`config.mk`:
```
export PLATFORM = sky130hd
export DESIGN_NAME = mipd_merge
export DESIGN_NICKNAME = d
export VERILOG_FILES = /design/src/rtl/min_image_pair_distance_defines.svh /design/src/rtl/mipd_pkg.sv /design/src/rtl/mipd_merge.sv
export SDC_FILE = /design/constraint.sdc
export NUM_CORES = 1
export LEC_CHECK = 0
export ABC_AREA = 1
export ABC_CLOCK_PERIOD_IN_PS = 4500
export BUFFER_PORTS_ARGS = -buffer_cell sky130_fd_sc_hd__buf_2
export CAP_MARGIN = 0
export CORE_MARGIN = 2
export CORE_UTILIZATION = 40
export CTS_BUF_LIST = sky130_fd_sc_hd__clkbuf_16
export DETAILED_ROUTE_END_ITERATION = 7
export PLACE_DENSITY = 0.64
export RECOVER_POWER = 50
export SYNTH_ARGS = -nofsm -noshare
export SYNTH_HDL_FRONTEND = slang
export SYNTH_SLANG_ARGS = --single-unit
```
`constraint.sdc`:
```
create_clock -name clock -period 4.5 [get_ports clock]
set_clock_uncertainty 0.15 [all_clocks]
set_input_delay 0.225 -clock clock [delete_from_list [all_inputs] [get_ports clock]]
set_output_delay 0.225 -clock clock [all_outputs]
set_load 0.1 [all_outputs]
```
`src/rtl/min_image_pair_distance_defines.svh`:
```
// assertion macros for the minimum-image pair distance block
// no dependencies; included by the top level only
`ifndef MIN_IMAGE_PAIR_DISTANCE_DEFINES_SVH
`define MIN_IMAGE_PAIR_DISTANCE_DEFINES_SVH

`ifndef ASSERT_OFF
`define MIPD_ASSERT_IMPLY(label, clk, rst, ante, cons) \
   label: assert property (@(posedge clk) disable iff (rst) (ante) |-> (cons)) \
      else $error("mipd assertion failed");
`define MIPD_ASSERT_NEXT(label, clk, rst, ante, cons) \
   label: assert property (@(posedge clk) disable iff (rst) (ante) |=> (cons)) \
      else $error("mipd assertion failed");
`else
`define MIPD_ASSERT_IMPLY(label, clk, rst, ante, cons)
`define MIPD_ASSERT_NEXT(label, clk, rst, ante, cons)
`endif

`endif

```
`src/rtl/mipd_pkg.sv`:
```
// shared types and constants for the minimum-image pair distance block
// no dependencies; used by the interfaces, lanes, merge stage and top level
package mipd_pkg;

   localparam int PIPE_STAGES = 8;
   localparam int LANE_STAGES = 7;

   localparam int CSR_INDEX_W = 4;
   localparam logic [CSR_INDEX_W-1:0] CSR_BOX_LENGTH     = 4'd0;
   localparam logic [CSR_INDEX_W-1:0] CSR_INV_BOX_LENGTH = 4'd1;

   localparam logic [30:0] BOX_LENGTH_RESET     = 31'd65536;
   localparam logic [31:0] INV_BOX_LENGTH_RESET = 32'hFFFF_FFFF;

   // one half in the q16 fraction below the truncation point
   localparam logic [15:0] ROUND_HALF  = 16'h8000;
   localparam logic [30:0] DELTA_LIMIT = 31'h4000_0000;
   localparam logic [61:0] DIST_MAX    = 62'h3000_0000_0000_0000;

   typedef struct packed {
      logic [PIPE_STAGES:1] load;
   } pipe_ctl_type;

endpackage

```
`src/rtl/mipd_merge.sv`:
```
// merge stage: sums the three squared deltas and holds the response payload
// depends on mipd_pkg
module mipd_merge (
   input  logic                   clock,
   input  mipd_pkg::pipe_ctl_type ctl,
   input  logic signed [31:0]     delta_x,
   input  logic signed [31:0]     delta_y,
   input  logic signed [31:0]     delta_z,
   input  logic        [60:0]     square_x,
   input  logic        [60:0]     square_y,
   input  logic        [60:0]     square_z,
   output logic signed [31:0]     out_delta_x,
   output logic signed [31:0]     out_delta_y,
   output logic signed [31:0]     out_delta_z,
   output logic        [61:0]     out_distance
);

   logic [61:0]        dist_in, dist_ff;
   logic signed [31:0] dx_ff, dy_ff, dz_ff;

   assign dist_in = 62'(square_x) + 62'(square_y) + 62'(square_z);

   always_ff @(posedge clock) begin
      if (ctl.load[mipd_pkg::PIPE_STAGES]) begin
         dist_ff <= dist_in;
         dx_ff   <= delta_x;
         dy_ff   <= delta_y;
         dz_ff   <= delta_z;
      end
   end

   assign out_delta_x  = dx_ff;
   assign out_delta_y  = dy_ff;
   assign out_delta_z  = dz_ff;
   assign out_distance = dist_ff;

endmodule

```
==> reports/qor.csv <==
metric;value;unit
rsz0062_at_grt;no;
slew_viol_final;84;
fillers;2627;
yosysWarnings;0;
synth_fp_nets;1815;
cp.required;4.54;ns
stdcell_area;0.0157;mm^2
seq_area_frac_synth;0.414;
num_rows;61;
endpoint_kind;flip-flop;
grt_pass1_vias;10948;
violations;max-capacitance violations, max-slew violations;
grt_usage;0.259;
viasPerCell;4.65;
clkTransAtPathRegs;0.09;ns
ys_ff_latch;158;
cts_resized;0;
gpl.final_weighted_congestion;0.916;
synth_area_leaders;edfxtp_1, nand2_1, fa_1, inv_1, ha_1;
finalCoreUtilization;0.559;
peakVddDrop;0.272;mV
crit_buf_inv;1;
finalNonFillerCells;2350;
ant_nets;0;
worst_path_max_delay_cell;fa_1;
synth_top_area_share;0.414;
die_y;173;um
tns;0;ns
drive_gt1_frac;0.253;
crit_path_cell_trace;clkbuf_1 > fa_1 > ha_1 > fa_1 > nand3_1 > nand3_2 > nand2_1 > nand2_2 > nand2_1 > nand3_1 > nand3_1 > nand2_1 > nand2_1 > nand2_1;
yosysMostFrequentCell;nand2_1;
syn_to_final_growth;36.8;%
dieArea;0.0300;mm^2
io_buffers;438;
async_flop_share;0;
first_iter_violations;750;
clockBufferDepth;2;
cp_slowest_stage_delay;0.48;ns
hold_path_class;input pin to flip-flop;
min_path_cells;3;
power_per_cell_area;470;mW/mm^2
path_class;input pin to flip-flop;
synth_edf_count;158;
tritoncts;yes;
cts_buffers;17;
antenna_found_initial;0;
start_util;0.409;
dr.pass1.iters;6;
place_inst;2222;
min_period_over_period;0.588;
cts.sinks;158;
postSynthAreaPerCell;8.15;um^2
synthCells;1405;
hold_viol;0;
tightestPinTransition;2.04;ns
grt_pass1_wl;59500;um
ys_dominant_reg_cell;edfxtp_1;
yosys.area.top_type;edfxtp_1;
post-cts-setup-buffers;0;
yosysUniqueCellTypes;20;
synth_common_cells;nand2_1, inv_1, edfxtp_1, nor2_1, fa_1;
cts-root-buf;clkbuf_16;
die_w;173;um
grt_overflow_total;0;
vias;10919;
ctsHoldBuffers;96;
syn_area;0.0114;mm^2
status;complete, but fails checks;
slew_headroom;-0.362;
core;0.0280;mm^2
hpwl;31600;um
maxCapViolations;1;
diodes;0;
htree_levels;4;
p_leak;8.29;nW
cp_common_cell;nand2_1;
wl_per_cell;16.5;um
drc;0;
path_max_fanout;4;
worstSetupPathDepth;14;
fin_crit;2.64;ns
postPlaceCellArea;0.0141;mm^2
pin_count;446;
wirelength;38700;um
fmax;0.378;GHz
arrival;2.68;ns
setup_viol;0;
cp-start-kind;input pin;
critical-path-top-delay-family;adder cells;
grt_max_degree;84;
final_nets;2369;
==> flip-flops by register name, indices dropped and copies added, names as in the netlist <==
| name | count |
|---|---|
| out_distance | 62 |
| out_delta_x | 32 |
| out_delta_y | 32 |
| out_delta_z | 32 |
==> cell families (layout without fill, tap and decap cells) <==
| kind of cell | count (synthesis) | count (layout) | share of synthesized area |
|---|---|---|---|
| xor+xnor | 31 | 31 | 0.0237 |
| simple gates | 752 | 752 | 0.267 |
| fa+ha+maj | 122 | 122 | 0.174 |
| flops | 158 | 158 | 0.414 |
| buf+inv | 284 | 851 | 0.0931 |
| compound gates | 58 | 58 | 0.0275 |
==> where the power goes <==
group          internal (mW)  total, mW  switching [mW]
combinational          0.848       3.87            3.03
sequential              1.94       2.01          0.0754
clock                  0.751       1.48           0.733
total                   3.54       7.37            3.83
==> layout by cell type, fill, tap and decap left out <==
cell type,synthesis,routed
nor2_1,99,99
nor2_4,3,3
dlygate4sd3_1,0,96
clkinv_8,0,3
o21bai_1,10,10
nand2_1,544,544
nand3_1,51,51
buf_6,0,1
fa_1,62,62
clkinv_1,0,1
and3_1,1,1
ha_1,60,60
a21oi_1,42,42
clkbuf_1,0,7
edfxtp_1,158,158
inv_6,0,4
inv_1,278,278
nand3_2,5,5
xor2_1,31,31
clkbuf_2,0,3
nor3_2,2,2
buf_2,0,428
clkbuf_16,0,17
o21ai_0,6,6
nor3_1,11,11
inv_2,6,6
nor2_2,13,13
nand2_2,7,7
nand4_1,16,16
clkinv_4,0,1
inv_8,0,6
==> stage by stage <==
step	worst slack [ns]	power (mW)	hold slack, ns
floorplan	1.97	4.93	0.174
global placement	1.43	5.82	0.252
detailed placement	1.42	5.84	0.253
CTS	1.88	7.41	0.103
global route	1.70	7.75	0.125
finish	1.86	7.37	0.115
==> cell type report <==
class | instances | area, um^2 | share of cell area
clock buffers | 17 | 425 | 0.0272
multi-input cells | 963 | 5640 | 0.360
well taps | 378 | 473 | 0.0302
repair buffers | 535 | 3160 | 0.201
clock inverters | 15 | 164 | 0.0105
flip-flops and latches | 158 | 4740 | 0.303
inverters | 284 | 1070 | 0.0680
==> routing by layer <==
metal | GRT usage | routed length, um | up-vias
met5 | 0 | 0 | -
met1 | 0.312 | 15700 | 4996
met3 | 0.0339 | 2070 | 51
met4 | 0.0911 | 1190 | 0
li1 | - | - | 5465
met2 | 0.472 | 19800 | 407
==> worst min-delay path: cells and delay by family <==
| family | cells | cell delay [ns] |
|---|---|---|
| adder cells (fa/ha/maj) | 2 | 0.29 |
| buffers and inverters | 1 | 0.08 |
==> final timing paths <==
kind                    start                to  slack (ns)
setup / recovery  square_x[1]  out_distance[41]        1.86
hold / removal    square_z[1]   out_distance[1]        0.12
Power figures use the tool's default switching activity.
